<file path="src/sv/lpd_pkg.sv">
// Shared types and codes for the length-prefix deframer.
package lpd_pkg;

	localparam int CFG_W = 24;

	typedef enum logic [1:0] {
		REG_HEADER_LEN   = 2'd0,
		REG_LENGTH_WIDTH = 2'd1,
		REG_LENGTH_KIND  = 2'd2,
		REG_MAX_LENGTH   = 2'd3
	} reg_idx_t;

	localparam logic [1:0] LK_BIG    = 2'd0;
	localparam logic [1:0] LK_LITTLE = 2'd1;
	localparam logic [1:0] LK_ASCII  = 2'd2;
	localparam logic [1:0] LK_EBCDIC = 2'd3;

	localparam logic [1:0] KIND_PAYLOAD = 2'd0;
	localparam logic [1:0] KIND_EMPTY   = 2'd1;
	localparam logic [1:0] KIND_ERROR   = 2'd2;

	localparam logic [7:0] ASCII_ZERO   = 8'h30;
	localparam logic [7:0] ASCII_SPACE  = 8'h20;
	localparam logic [7:0] EBCDIC_ZERO  = 8'hF0;
	localparam logic [7:0] EBCDIC_SPACE = 8'h40;

	localparam logic [7:0]  RST_HEADER_LEN   = 8'd0;
	localparam logic [3:0]  RST_LENGTH_WIDTH = 4'd4;
	localparam logic [1:0]  RST_LENGTH_KIND  = LK_BIG;
	localparam logic [23:0] RST_MAX_LENGTH   = 24'd65535;

	typedef enum logic [1:0] {
		PH_HEADER  = 2'd0,
		PH_LENGTH  = 2'd1,
		PH_PAYLOAD = 2'd2
	} phase_t;

	typedef struct packed {
		logic [7:0]  header_len;
		logic [3:0]  length_width;
		logic [1:0]  length_kind;
		logic [23:0] max_length;
	} cfg_t;

	typedef struct packed {
		logic [1:0] kind;
		logic [7:0] data;
		logic       last;
	} result_t;

endpackage

</file>
<file path="src/sv/lpd_in_reg.sv">
// Input register stage: holds one received byte until the core consumes it.
module lpd_in_reg
	import lpd_pkg::*;
(
	input  logic       clk,
	input  logic       arst_n,
	input  logic       in_valid,
	output logic       in_stall,
	input  logic [7:0] in_byte,
	input  logic       take,
	output logic       s1_valid,
	output logic [7:0] s1_byte
);

	logic       valid_s1;
	logic [7:0] byte_s1;
	logic       load;

	assign load     = in_valid && (!valid_s1 || take);
	assign in_stall = valid_s1 && !take;
	assign s1_valid = valid_s1;
	assign s1_byte  = byte_s1;

	always_ff @(posedge clk or negedge arst_n) begin
		if (!arst_n) begin
			valid_s1 <= 1'b0;
		end else if (load) begin
			valid_s1 <= 1'b1;
		end else if (take) begin
			valid_s1 <= 1'b0;
		end
	end

	always_ff @(posedge clk) begin
		if (load) begin
			byte_s1 <= in_byte;
		end
	end

endmodule

</file>
<file path="src/sv/lpd_core.sv">
// Deframing state and per-byte decode of header, length field and payload.
module lpd_core
	import lpd_pkg::*;
#(
	parameter int MAX_LEN_BITS = 24
) (
	input  logic    clk,
	input  logic    arst_n,
	input  cfg_t    cfg,
	input  logic    step,
	input  logic [7:0] b,
	output logic    emit,
	output result_t res
);

	localparam int LEN_W = MAX_LEN_BITS;
	localparam logic [63:0] LIMIT_MASK = (64'd1 << MAX_LEN_BITS) - 64'd1;

	phase_t          phase_q, phase_d;
	logic [LEN_W-1:0] idx_q, idx_d;
	logic [63:0]     acc_q, acc_d;
	logic            ds_q, ds_d;
	logic            ne_q, ne_d;

	logic [3:0]       fw;
	logic [63:0]      limit;
	logic             hdr_wait;
	logic [LEN_W-1:0] idx_e;
	logic [63:0]      acc_e;
	logic             ds_e;
	logic             ne_e;
	logic [63:0]      acc_n;
	logic             ds_n;
	logic             ne_n;
	logic [7:0]       zero;
	logic [7:0]       space;
	logic [7:0]       digit;
	logic             field_more;
	logic             bad;
	logic             is_empty;
	logic [LEN_W-1:0] pay_idx;
	logic             pay_last;

	always_comb begin
		if (cfg.length_width == 4'd0) begin
			fw = 4'd1;
		end else if (cfg.length_width > 4'd8) begin
			fw = 4'd8;
		end else begin
			fw = cfg.length_width;
		end
	end

	assign limit    = 64'(cfg.max_length) & LIMIT_MASK;
	assign hdr_wait = (phase_q == PH_HEADER) && (idx_q < LEN_W'(cfg.header_len));
	assign pay_idx  = idx_q + LEN_W'(1);
	assign pay_last = pay_idx >= acc_q[LEN_W-1:0];

	// length field decode, entering from the header when needed
	always_comb begin
		if (phase_q == PH_LENGTH) begin
			idx_e = idx_q;
			acc_e = acc_q;
			ds_e  = ds_q;
			ne_e  = ne_q;
		end else begin
			idx_e = '0;
			acc_e = '0;
			ds_e  = 1'b0;
			ne_e  = 1'b0;
		end
		zero  = (cfg.length_kind == LK_ASCII) ? ASCII_ZERO : EBCDIC_ZERO;
		space = (cfg.length_kind == LK_ASCII) ? ASCII_SPACE : EBCDIC_SPACE;
		digit = b - zero;
		acc_n = acc_e;
		ds_n  = ds_e;
		ne_n  = ne_e;
		case (cfg.length_kind)
			LK_BIG: begin
				acc_n = {acc_e[55:0], b};
			end
			LK_LITTLE: begin
				acc_n = acc_e | (64'(b) << {idx_e[2:0], 3'b000});
			end
			default: begin
				if (!ne_e) begin
					if (b >= zero && b <= zero + 8'd9) begin
						acc_n = (acc_e << 3) + (acc_e << 1) + 64'(digit[3:0]);
						ds_n  = 1'b1;
					end else if (!(!ds_e && b == space)) begin
						ne_n = 1'b1;
					end
				end
			end
		endcase
		field_more = (idx_e + LEN_W'(1)) < LEN_W'(fw);
		bad        = (cfg.length_kind[1] && !ds_n) || (acc_n > limit);
		is_empty   = acc_n == 64'd0;
	end

	// next state
	always_comb begin
		phase_d = phase_q;
		idx_d   = idx_q;
		acc_d   = acc_q;
		ds_d    = ds_q;
		ne_d    = ne_q;
		case (phase_q)
			PH_PAYLOAD: begin
				if (pay_last) begin
					phase_d = PH_HEADER;
					idx_d   = '0;
					acc_d   = '0;
					ds_d    = 1'b0;
					ne_d    = 1'b0;
				end else begin
					idx_d = pay_idx;
				end
			end
			default: begin
				if (hdr_wait) begin
					idx_d = idx_q + LEN_W'(1);
				end else if (field_more) begin
					phase_d = PH_LENGTH;
					idx_d   = idx_e + LEN_W'(1);
					acc_d   = acc_n;
					ds_d    = ds_n;
					ne_d    = ne_n;
				end else if (bad || is_empty) begin
					phase_d = PH_HEADER;
					idx_d   = '0;
					acc_d   = '0;
					ds_d    = 1'b0;
					ne_d    = 1'b0;
				end else begin
					phase_d = PH_PAYLOAD;
					idx_d   = '0;
					acc_d   = acc_n;
					ds_d    = 1'b0;
					ne_d    = 1'b0;
				end
			end
		endcase
	end

	// result of this byte
	always_comb begin
		emit     = 1'b0;
		res.kind = KIND_PAYLOAD;
		res.data = 8'd0;
		res.last = 1'b0;
		case (phase_q)
			PH_PAYLOAD: begin
				emit     = 1'b1;
				res.data = b;
				res.last = pay_last;
			end
			default: begin
				if (!hdr_wait && !field_more) begin
					if (bad) begin
						emit     = 1'b1;
						res.kind = KIND_ERROR;
						res.last = 1'b1;
					end else if (is_empty) begin
						emit     = 1'b1;
						res.kind = KIND_EMPTY;
						res.last = 1'b1;
					end
				end
			end
		endcase
	end

	always_ff @(posedge clk or negedge arst_n) begin
		if (!arst_n) begin
			phase_q <= PH_HEADER;
			idx_q   <= '0;
			acc_q   <= '0;
			ds_q    <= 1'b0;
			ne_q    <= 1'b0;
		end else if (step) begin
			phase_q <= phase_d;
			idx_q   <= idx_d;
			acc_q   <= acc_d;
			ds_q    <= ds_d;
			ne_q    <= ne_d;
		end
	end

endmodule

</file>
<file path="src/sv/lpd_out_reg.sv">
// Result register: holds one result until the receiver takes it.
module lpd_out_reg
	import lpd_pkg::*;
(
	input  logic       clk,
	input  logic       arst_n,
	input  logic       load,
	input  result_t    res,
	output logic       ready,
	output logic       out_valid,
	input  logic       out_stall,
	output logic [1:0] kind,
	output logic [7:0] data,
	output logic       last
);

	logic    valid_q;
	result_t res_q;

	assign ready     = !valid_q || !out_stall;
	assign out_valid = valid_q;
	assign kind      = res_q.kind;
	assign data      = res_q.data;
	assign last      = res_q.last;

	always_ff @(posedge clk or negedge arst_n) begin
		if (!arst_n) begin
			valid_q <= 1'b0;
		end else if (load) begin
			valid_q <= 1'b1;
		end else if (!out_stall) begin
			valid_q <= 1'b0;
		end
	end

	always_ff @(posedge clk) begin
		if (load) begin
			res_q <= res;
		end
	end

endmodule

</file>
<file path="src/sv/length_prefix_deframer_unit.sv">
// Length-prefix deframer top level: configuration registers and stage wiring.
//
// Received bytes enter on in_valid/in_stall/in_byte, one request per byte.
// Each message is header_len skipped bytes, a length field of length_width
// bytes (big or little endian binary, ASCII or EBCDIC decimal), then payload.
// Results leave on out_valid/out_stall with kind, data and last: one per
// payload byte, one empty-message result for a zero length, or one error
// result for a bad length. Header and non-final length bytes give no result.
// A result is shown in the cycle after its byte is taken (the byte is
// decoded out of the input register and the result register loads at the
// edge that takes it). Throughput: one byte per cycle while the receiver
// does not stall, with a single decode step between the two registers.
// Reset clears both registers and returns the decoder to the header phase
// with the configuration at its reset values. When the receiver stalls the
// result register holds; one more byte may sit in the input register, and
// in_stall rises only when that byte needs the occupied result register.
// Write configuration through cfg_write/cfg_index/cfg_data while idle.
module length_prefix_deframer_unit
	import lpd_pkg::*;
#(
	parameter int MAX_LEN_BITS = 24
) (
	input  logic             clk,
	input  logic             arst_n,
	input  logic             cfg_write,
	input  logic [1:0]       cfg_index,
	input  logic [CFG_W-1:0] cfg_data,
	input  logic             in_valid,
	output logic             in_stall,
	input  logic [7:0]       in_byte,
	output logic             out_valid,
	input  logic             out_stall,
	output logic [1:0]       kind,
	output logic [7:0]       data,
	output logic             last
);

	cfg_t    cfg_q;
	logic    s1_valid;
	logic [7:0] s1_byte;
	logic    emit;
	result_t res;
	logic    out_ready;
	logic    take;

	assign take = s1_valid && (!emit || out_ready);

	always_ff @(posedge clk or negedge arst_n) begin
		if (!arst_n) begin
			cfg_q.header_len   <= RST_HEADER_LEN;
			cfg_q.length_width <= RST_LENGTH_WIDTH;
			cfg_q.length_kind  <= RST_LENGTH_KIND;
			cfg_q.max_length   <= RST_MAX_LENGTH;
		end else if (cfg_write) begin
			case (reg_idx_t'(cfg_index))
				REG_HEADER_LEN:   cfg_q.header_len   <= cfg_data[7:0];
				REG_LENGTH_WIDTH: cfg_q.length_width <= cfg_data[3:0];
				REG_LENGTH_KIND:  cfg_q.length_kind  <= cfg_data[1:0];
				REG_MAX_LENGTH:   cfg_q.max_length   <= cfg_data[23:0];
				default: cfg_q <= cfg_q;
			endcase
		end
	end

	lpd_in_reg u_in (
		.clk      (clk),
		.arst_n   (arst_n),
		.in_valid (in_valid),
		.in_stall (in_stall),
		.in_byte  (in_byte),
		.take     (take),
		.s1_valid (s1_valid),
		.s1_byte  (s1_byte)
	);

	lpd_core #(
		.MAX_LEN_BITS (MAX_LEN_BITS)
	) u_core (
		.clk    (clk),
		.arst_n (arst_n),
		.cfg    (cfg_q),
		.step   (take),
		.b      (s1_byte),
		.emit   (emit),
		.res    (res)
	);

	lpd_out_reg u_out (
		.clk       (clk),
		.arst_n    (arst_n),
		.load      (take && emit),
		.res       (res),
		.ready     (out_ready),
		.out_valid (out_valid),
		.out_stall (out_stall),
		.kind      (kind),
		.data      (data),
		.last      (last)
	);

endmodule

</file>
<file path="config.mk">
export PLATFORM = sky130hd
export DESIGN_NAME = length_prefix_deframer_unit
export DESIGN_NICKNAME = d
export VERILOG_FILES = /design/src/sv/lpd_pkg.sv /design/src/sv/lpd_in_reg.sv /design/src/sv/lpd_core.sv /design/src/sv/lpd_out_reg.sv /design/src/sv/length_prefix_deframer_unit.sv
export SDC_FILE = /design/constraint.sdc
export NUM_CORES = 1
export LEC_CHECK = 0
export BUFFER_PORTS_ARGS = -buffer_cell sky130_fd_sc_hd__buf_2
export CAP_MARGIN = 20
export CORE_ASPECT_RATIO = 0.5
export CORE_MARGIN = 2
export CORE_UTILIZATION = 28
export DETAILED_ROUTE_END_ITERATION = 6
export SLEW_MARGIN = 20
export SYNTH_ARGS = -nofsm -noshare
export SYNTH_HDL_FRONTEND = slang
export SYNTH_SLANG_ARGS = --single-unit
export TNS_END_PERCENT = 50
</file>
<file path="constraint.sdc">
create_clock -name clk -period 16.37 [get_ports clk]
set_input_delay 0 -clock clk [delete_from_list [all_inputs] [get_ports clk]]
set_output_delay 0 -clock clk [all_outputs]
set_load 0.1 [all_outputs]
</file>
## Word level (Yosys, flattened, before mapping)

Index checks and enable logic that the tools add are counted.

| operators by class | value |
|---|---|
| reductions and logical operators | 37 |
| add/subtract/negate cells | 6 |
| bitwise gates (word level) | 2 |
| equality and inequality tests | 11 |
| order comparisons | 7 |
| muxes and demuxes | 50 |
| shifts and indexed selects | 1 |

Operators with widths:

| operator | count |
|---|---|
| 2-to-1 mux 64 bit | 8 |
| case mux 64 bit (2 select lines) | 1 |
| 2-to-1 mux 24 bit | 5 |
| adder 64 x 4 -> 64 bit | 1 |
| adder 64 bit | 1 |
| > comparator 64 x 24 -> 1 bit | 1 |
| logical NOT 64 bit | 1 |
| OR 64 bit | 1 |
| << shifter 8 x 6 -> 64 bit | 1 |
| adder 24 x 1 -> 24 bit (second input constant) | 2 |
| 2-to-1 mux 1 bit | 26 |
| >= comparator 24 bit | 1 |
| < comparator 24 x 4 -> 1 bit | 1 |
| < comparator 24 x 8 -> 1 bit | 1 |
| 2-to-1 mux 2 bit | 6 |
| logical AND 1 bit | 9 |
| logical NOT 1 bit | 9 |
| adder 8 x 4 -> 8 bit (second input constant) | 1 |
| == test 2 bit (second input constant) | 4 |
| == test 8 x 7 -> 1 bit | 1 |
| >= comparator 8 bit | 1 |
| less-or-equal comparator 8 bit | 1 |
| 2-to-1 mux 4 bit | 2 |
| 2-to-1 mux 8 bit | 1 |
| other kinds (15) | 28 |

| storage, ports and cells | value |
|---|---|
| input bits | 39 |
| logic and storage cells | 130 |
| register bits | 151 |
| output and inout bits | 13 |

## Longest topological paths before layout

Gate-level depths: netlist of run 1.

| depth | value |
|---|---|
| depth after elaboration | 20 |
| depth in mapped cells | 31 |
| depth with buffers taken out | 25 |

## Hierarchy

From an unflattened synthesis of run 1, not the netlist that was laid out.

| second synthesis, totals | value |
|---|---|
| cell total of the unflattened synthesis | 2121 |
| area, all modules | 16643.5 µm² |

By module, submodules not included:

| module | sequential area each (µm²) | area each (µm²) | instances | cells an instance |
|---|---|---|---|---|
| lpd_core | 2302.2 | 14495.2 | 1 | 2009 |
| length_prefix_deframer_unit | 972.2 | 1483.9 | 1 | 85 |
| lpd_out_reg | 355.3 | 366.6 | 1 | 14 |
| lpd_in_reg | 265.3 | 297.8 | 1 | 13 |

## Least setup slack after synthesis of run 1

Ideal clock, no wire load.

| path | value |
|---|---|
| path type | reg-to-reg |
| from | register u_core.phase_q[1] |
| to | register u_in.byte_s1[0], in the netlist u_in.s1_byte[0], enable pin |
| slack | 9.735 ns |
| data arrival time | 6.305 ns |
| required time | 16.040 ns |
| buffers on the path | 4 |
| clock period less this slack | 6.635 ns |
| setup time | 0.330 ns |
| cell stages (with the launch flop) | 28 |
| path through | dfrtp_1 clkbuf_1 nand2b_1 clkbuf_1 clkbuf_1 buf_1 nor2_1 ha_1 ha_1 fa_1 a21oi_1 nor2_1 o21a_1 or3_1 a31o_2 ha_1 nand4_1 or2_2 nor3_1 a21oi_1 a21o_1 a221oi_1 o21ai_0 or4_4 nor4_4 nand3_1 nand3_1 o21a_1 |

| between the ends | value |
|---|---|
| longest elaborated chain between the ends | 17 |
| elaborated cells between the ends (all ways) | 37 |
| those cells by class | add/sub: 3; order compare: 2; eq/ne: 2; shift: 1; mux: 14; bitwise: 1; reduce/logical: 14 |

RTL lines:

| item | line | source |
|---|---|---|
| start: declaration | lpd_core.sv:19 | `phase_t phase_q, phase_d;` |
| start signal: assignment | lpd_core.sv:182 | `phase_q <= phase_d;` |
| == test 2 x 1 -> 1 bit | lpd_core.sv:61 | `if (phase_q == PH_LENGTH) begin` |
| 2-to-1 mux 64 bit | lpd_core.sv:61 |  |
| adder 64 bit | lpd_core.sv:88 | `acc_n = (acc_e << 3) + (acc_e << 1) + 64'(digit[3:0]);` |
| adder 64 x 4 -> 64 bit | lpd_core.sv:88 |  |
| 2-to-1 mux 64 bit | lpd_core.sv:87 | `if (b >= zero && b <= zero + 8'd9) begin` |
| 2-to-1 mux 64 bit | lpd_core.sv:86 | `if (!ne_e) begin` |
| case mux 64 bit (2 select lines) | lpd_core.sv:78 | `case (cfg.length_kind)` |
| > comparator 64 x 24 -> 1 bit / logical NOT 64 bit (equally long branches) | lpd_core.sv:97, lpd_core.sv:98 |  |
| [2 not listed] | - |  |
| 2-to-1 mux 1 bit | lpd_core.sv:159 | `if (!hdr_wait && !field_more) begin` |
| 2-to-1 mux 1 bit (*) | lpd_core.sv:152 | `case (phase_q)` |
| logical NOT 1 bit (*) | length_prefix_deframer_unit.sv:46 | `assign take = s1_valid && (!emit \|\| out_ready);` |
| logical OR 1 bit (*) | length_prefix_deframer_unit.sv:46 |  |
| logical AND 1 bit (*) | length_prefix_deframer_unit.sv:46 |  |
| logical OR 1 bit (*) | lpd_in_reg.sv:19 | `assign load = in_valid && (!valid_s1 \|\| take);` |
| logical AND 1 bit (*) | lpd_in_reg.sv:19 |  |
| named net u_in.load | lpd_in_reg.sv:17 | `logic load;` |
| end signal: assignment | lpd_in_reg.sv:36 | `byte_s1 <= in_byte;` |
| end: declaration | lpd_in_reg.sv:16 | `logic [7:0] byte_s1;` |

Mark *: on every way through the listed nets, which the timed path passes. The rest lies on a longest branch.
A chain may end at the register's enable or synchronous reset.

## Worst setup path in the final report of run 1

| path | value |
|---|---|
| from | register cfg_q[25] (netlist bit) |
| to | output port in_stall |

| between the ends | value |
|---|---|
| longest elaborated chain between the ends | 19 |
| elaborated cells between the ends (all ways) | 29 |
| those cells by class | add/sub: 1; order compare: 3; eq/ne: 2; mux: 11; reduce/logical: 12 |

RTL lines:

| item | line | source |
|---|---|---|
| start: declaration | length_prefix_deframer_unit.sv:38 | `cfg_t cfg_q;` |
| start signal: assignment | length_prefix_deframer_unit.sv:60 | `default: cfg_q <= cfg_q;` |
| parallel branches: the longest is 11 deep, another holds > comparator 64 x 24 -> 1 bit | - |  |
| 2-to-1 mux 1 bit (*) | lpd_core.sv:160 | `if (bad) begin` |
| 2-to-1 mux 1 bit (*) | lpd_core.sv:159 |  |
| 2-to-1 mux 1 bit (*) | lpd_core.sv:152 |  |
| logical NOT 1 bit (*) | length_prefix_deframer_unit.sv:46 |  |
| logical OR 1 bit (*) | length_prefix_deframer_unit.sv:46 |  |
| logical AND 1 bit (*) | length_prefix_deframer_unit.sv:46 |  |
| logical NOT 1 bit (*) | lpd_in_reg.sv:20 | `assign in_stall = valid_s1 && !take;` |
| logical AND 1 bit (*) | lpd_in_reg.sv:20 |  |
| end: declaration | length_prefix_deframer_unit.sv:29 | `output logic in_stall,` |

Every way passes the cells marked *.

==> results of run 1 <==
final cells by class:
type / count / area, sq um / share of cell area (%)
clock buffer: 20 / 436.7 / 2.212
clock inverter: 12 / 201.4 / 1.020
inverter: 112 / 420.4 / 2.129
multi-input combinational: 1874 / 12800 / 64.85
sequential: 151 / 3897 / 19.74
tap: 837 / 1047 / 5.304
timing repair buffer: 128 / 937.1 / 4.747
cells in the mapped netlist (all sizes together) (19+ instances only):
library cell	number
nand4	79
a211oi	35
buf	61
a221oi	22
edfxtp	19
a21o	44
o2bb2ai	27
a22o	42
nor3	48
nand2	208
clkbuf	93
and2	50
mux2	40
nor2	180
mux2i	25
dfrtp	115
or3	21
o21ai	150
nor4	31
a21oi	214
inv	112
nand3	76
and3	19
ha	184
a31oi	27
xnor2	38
flip-flops by register name (all words and copies together) (netlist names):
name / count
u_core.acc_q: 64
cfg_q: 38
u_core.idx_q: 24
u_in.s1_byte: 8
u_out.data: 8
u_core.phase_q: 2
u_out.kind: 2
u_core.ds_q: 1
u_core.ne_q: 1
u_in.s1_valid: 1
u_out.last: 1
u_out.out_valid: 1
metal layers:
metal | vias up | share of wire [%]
li1 | 8639 | -
met1 | 9468 | 41
met2 | 1198 | 43
met3 | 279 | 10
met4 | 2 | 5.7
met5 | - | 0.020
final timing paths:
check	startpoint	to	slack (ns)	depth (start not counted)
min	arst_n	u_out.out_valid$_DFFE_PN0P_	0.24	2
max reg2reg	cfg_q[25]$_DFFE_PN0P_	u_in.s1_valid$_DFFE_PN0P_	7.57	24
max	cfg_q[25]$_DFFE_PN0P_	in_stall	7.51	24
min in group clk	in_byte[7]	u_in.s1_byte[7]$_DFFE_PP_	0.25	2
min reg2reg	u_core.acc_q[59]$_DFFE_PN0P_	u_core.acc_q[59]$_DFFE_PN0P_	0.49	1
max in group asynchronous	arst_n	u_core.acc_q[45]$_DFFE_PN0P_	14.92	3
report_power, final:
part	internal [mW]	total (mW)	switching [mW]
Sequential	0.484	0.627	0.144
Combinational	0.566	1.78	1.21
Clock	0.270	0.450	0.180
worst max-delay path: cells and delay by family (launching register included):
kind / cells / cell delay (ns)
AO/OA/AOI/OAI: 10 / 2.53
adder cells (fa/ha/maj): 2 / 0.62
buffers and inverters: 4 / 1.29
flip-flops: 1 / 0.71
AND/OR/NAND/NOR: 8 / 3.22
cell families after synthesis:
kind of cell | synth area share [%]
AND/OR/NAND/NOR | 23.38
AO/OA/AOI/OAI | 28.90
buffers and inverters | 6.228
adder cells (fa/ha/maj) | 13.08
flip-flops | 21.93
multiplexers | 3.967
XOR/XNOR | 2.515
==> qor.yml, run 1 <==
hp-class: "in -> async"
final_cell_mix: "208 x nand2_1, 205 x a21oi_1, 184 x ha_1, 179 x nor2_1, 127 x o21ai_0"
critPathSlowestCell: "dfrtp_2"
whs_ns: 0.2411
ant_nets: 0
finalNonFillerCells: 3134
clk_path_buf_depth: 2
cts_tree: "built"
place_area_sq_um: 18720
slew_headroom_pct: 18.92
setup_ws_ns: 7.511
dp_hpwl_microns: 59680
start_util_pct: 28.25
cp_max_fo: 41
final-hold-violation-count: 0
coreArea_sq_um: 62870
drt_iter0_drc: 2731
maxCapViolCount: 0
vias: 19590
worstMarginPinSlew_ns: 1.209
syn_area_sq_um: 17760
busiest_layer: "met2"
ys_types: 99
crit_path_end_kind: "output port"
status: "completed"
place_inst: 3063
period_minus_slack_ns: 8.859
firstDrtPassIters: 6
insertion_delay_ns: 0.47
synth.top_cell.area_share_pct: 16.21
avgSynthCellArea_sq_um: 7.751
tns_ns: 0
overflow: 0
path_clk_slew_ns: 0.06
via_per_inst: 6.250
row_count: 65
clock_skew_ns: 0.01373
grt_pass1_wl_microns: 119700
crit_path_start_kind: "flip-flop"
final_common_cell: "nand2_1"
pre_cts_ws_ns: 7.860
ys_seq_elements: 151
ir_worst_vdd_mv: 0.09503
die_y_microns: 182.1
maxSlewViolCount: 0
syn_nets: 2515
cp.arrival_ns: 8.86
cp_slowest_stage_delay_ns: 0.71
drive_gt1_share_pct: 9.578
p_total_mw: 2.858
rsz0062_at_grt: "false"
grtUsageMet3_pct: 5.523
yosysWarningCount: 0
grt_use_total_pct: 23.75
ys_async_sr_fraction_pct: 87.42
wire_per_inst_microns: 25.38
port_buffers: 51
timing.fmax_mhz: 112.9
finalCritPeriodShare_pct: 54.12
yosysTopAreaCell: "dfrtp_1"
drc_errors: 0
place_congestion: 0.9805
h-tree-depth: 4
io_pins: 52
die_w_microns: 360.2
seq_area_frac_synth_pct: 21.93
antenna_found_initial: 1
ys.flop_type: "dfrtp_1"
cts.sinks: 151
dieArea_sq_um: 65570
syn_inst: 2291
antennaDiodeCount: 0
p_leak_nw: 8.409
cts_resized: 0
fin_util_pct: 31.41
use_met2_pct: 36.25
numCtsBuffers: 17
grt_max_degree: 91
cp_data_required_time_ns: 16.37
synth_edf_count: 19
critical_path_class: "reg -> out"
hold_buffers: 39
nets: 2508
first_global_vias: 18480
final-setup-viol-count: 0
clock-root-buffer: "clkbuf_16"
synth_area_leaders: "dfrtp_1 16%, ha_1 13%, a21oi_1 5.8%"
wirelength_microns: 79540
design_area_sq_um: 19740
cts_setup_buffers: 0
fillers: 6654
power_density_nw_per_um2: 144.8
met1_usage_pct: 31.25
crit_chain: "inv_1, buf_4, nor2_1, ha_1, o2bb2ai_1, nand3_1, buf_4, nor2_1, a21oi_1, a221oi_1, ha_1, a21oi_1, o21ai_0, a221oi_1, a21oi_1, a21o_1, a221oi_1, o21ai_0, or4_4, nor4_4, nand3_1, nand3_1, nor2_1, buf_2"
syn2layout_area_growth_pct: 11.18
(Power assumes the default switching activity.)
==> run 2: changes to the inputs <==
clock period = 9.2 ns   (was 16.37 ns; I/O delays follow)
==> qor.yml, run 2 (same netlist as run 1, synthesis figures left out) <==
power_frac_clock_pct: 16.3  # +0.5 points
largest_reg_flops: 64  # unchanged
crit_path_start_kind: "flip-flop"
dieArea_sq_um: 65570  # unchanged
clk_path_buf_depth: 2  # unchanged
firstDrtPassIters: 6  # unchanged
overflow: 0  # unchanged
power_frac_seq_pct: 21.7  # -0.2 points
power_density_nw_per_um2: 255.7  # +77%
status: "completed"
timing.fmax_mhz: 114.5
port_buffers: 51  # unchanged
top_regs: "u_core.acc_q x64, cfg_q x38, u_core.idx_q x24"
cts.sinks: 151  # unchanged
path_clk_slew_ns: 0.06  # about the same
drc_errors: 0  # unchanged
drive_gt1_share_pct: 9.605  # +0.027 points
ir_worst_vdd_mv: 0.1509  # +59%
clock-root-buffer: "clkbuf_16"
wire_per_inst_microns: 25.03  # -1.4%
final_cell_mix: "208 x nand2_1, 205 x a21oi_1, 184 x ha_1, 180 x nor2_1, 127 x o21ai_0"
grt_pass1_wl_microns: 117300  # -2.0%
rsz0062_at_grt: "false"
via_per_inst: 6.269  # +0.31%
dp_hpwl_microns: 59730  # about the same
crit_path_end_kind: "output port"
final-hold-violation-count: 0  # unchanged
maxCapViolCount: 0  # unchanged
final_common_cell: "nand2_1"
whs_ns: 0.1674  # -0.07370 ns
cpLargestDelayFamily: "simple AND/OR/NAND/NOR gates"
cp_slowest_stage_delay_ns: 0.66  # -0.05 ns
critical_path_class: "reg -> out"
nets: 2512  # +0.16%
cts_setup_buffers: 0  # unchanged
final-setup-viol-count: 0  # unchanged
start_util_pct: 28.25  # unchanged
syn2layout_area_growth_pct: 11.49
grt_use_total_pct: 23.25  # -0.49 points
cp_max_fo: 20  # -51%
path_depth: 24  # unchanged
die_w_microns: 360.2  # unchanged
die_y_microns: 182.1  # unchanged
path_buf_inv: 2  # -2
swShare_pct: 53.23  # -0.59 points
p_leak_nw: 8.435  # +0.31%
clock_skew_ns: 0.01539  # +0.001657 ns
antenna_found_initial: 1  # unchanged
io_pins: 52  # unchanged
period_minus_slack_ns: 8.737
first_global_vias: 18250  # -1.3%
reg2reg_depth: 24  # unchanged
slew_headroom_pct: 19.37  # +0.45 points
ant_nets: 0  # unchanged
worstMarginPinSlew_ns: 1.198  # -0.01049 ns
crit_chain: "nand2b_1, nor2_1, ha_1, ha_1, a21oi_1, o21a_1, nor2b_1, a21oi_1, o21a_1, o31ai_1, ha_1, nand4_1, inv_1, a221oi_1, a21oi_1, a21o_1, a221oi_1, o21ai_0, or4_4, nor4_4, nand3_1, nand3_1, nor2_1, buf_2"
coreArea_sq_um: 62870  # unchanged
grt_max_degree: 81  # -11%
p_comb_share_pct: 62.0  # -0.3 points
place_inst: 3065  # +0.065%
hp-class: "in -> async"
tns_ns: 0  # unchanged
drt_iter0_drc: 2729  # -0.073%
critPathSlowestCell: "dfrtp_1"
place_congestion: 1.017  # +3.7%
intPower_mw: 2.368  # +79%
h-tree-depth: 4  # unchanged
cts_tree: "built"
antennaDiodeCount: 0  # unchanged
cts_resized: 0  # unchanged
p_sw_mw: 2.695  # +75%
maxSlewViolCount: 0  # unchanged
finalNonFillerCells: 3138  # +0.13%
numCtsBuffers: 17  # unchanged
largest-register: "u_core.acc_q"
finalCritPeriodShare_pct: 94.97
vias: 19670  # +0.43%
row_count: 65  # unchanged
cp.arrival_ns: 8.74  # -0.12 ns
cp_data_required_time_ns: 9.20  # -7.17 ns
wirelength_microns: 78530  # -1.3%
insertion_delay_ns: 0.46  # about the same
[run 2: cell types whose count changed in the layout (fill, tap and decap cells not counted), moves of 2 or more]
cell and delta:
dlygate4sd3_1 +2, clkinv_1 +2, buf_4 +2, clkbuf_1 -2
[run 2: what timing repair did]
item	in CTS	in global routing
endpoints found under the setup margin	0	0
hold endpoints to repair	110	0
hold buffers	41	0
[run 2: final timing paths]
kind                       slack (ns)                            to                          start
max                              0.46                      in_stall  u_core.phase_q[0]$_DFFE_PN0P_
min                              0.17   u_out.out_valid$_DFFE_PN0P_                         arst_n
max reg2reg                      0.51     u_in.s1_valid$_DFFE_PN0P_  u_core.phase_q[0]$_DFFE_PN0P_
min reg2reg                      0.49  u_core.acc_q[59]$_DFFE_PN0P_   u_core.acc_q[59]$_DFFE_PN0P_
max in group asynchronous        7.68  u_core.acc_q[50]$_DFFE_PN0P_                         arst_n
min in group clk                 0.27     u_in.s1_byte[1]$_DFFE_PP_                     in_byte[1]
[run 2: power groups by stage]
stage | logic [mW] | registers, mW | clock network (mW)
5_1_grt | 3.34 | 1.11 | 0.856
4_1_cts | 3.02 | 1.08 | 0.828
6_report | 3.14 | 1.10 | 0.824
3_3_place_gp | 2.98 | 1.09 | 0
2_1_floorplan | 2.06 | 1.06 | 0
3_5_place_dp | 2.99 | 1.09 | 0
[run 2: metal layers]
layer / vias to the layer above / GRT usage, % / wire length [microns]
li1: 8640 / - / -
met1: 9462 / 31.38 / 32140
met2: 1308 / 35.72 / 33520
met3: 261 / 4.485 / 8671
met4: 0 / 11.06 / 4205
met5: - / 0 / 0
[run 2: final cells by class]
cell class,instances,area [sq um]
Inverter,112,420.4
Timing Repair Buffer,132,972.2
Clock inverter,14,230.2
Sequential cell,151,3897
Clock buffer,18,429.2
Tap cell,837,1047
Multi-Input combinational cell,1874,12800
Fill cell,6678,43070
[run 2: per-stage QoR]
step | setup slack [ns] | utilization, % | power, mW | area, sq um
2_1_floorplan | 2.565 | - | 3.120 | 17760
3_3_place_gp | 1.129 | 29.79 | 4.065 | 18730
3_5_place_dp | 0.9624 | 29.79 | 4.080 | 18730
4_1_cts | 0.7954 | 31.49 | 4.927 | 19800
5_1_grt | 0.1012 | 31.49 | 5.307 | 19800
6_report | 0.4626 | 31.49 | 5.063 | 19800
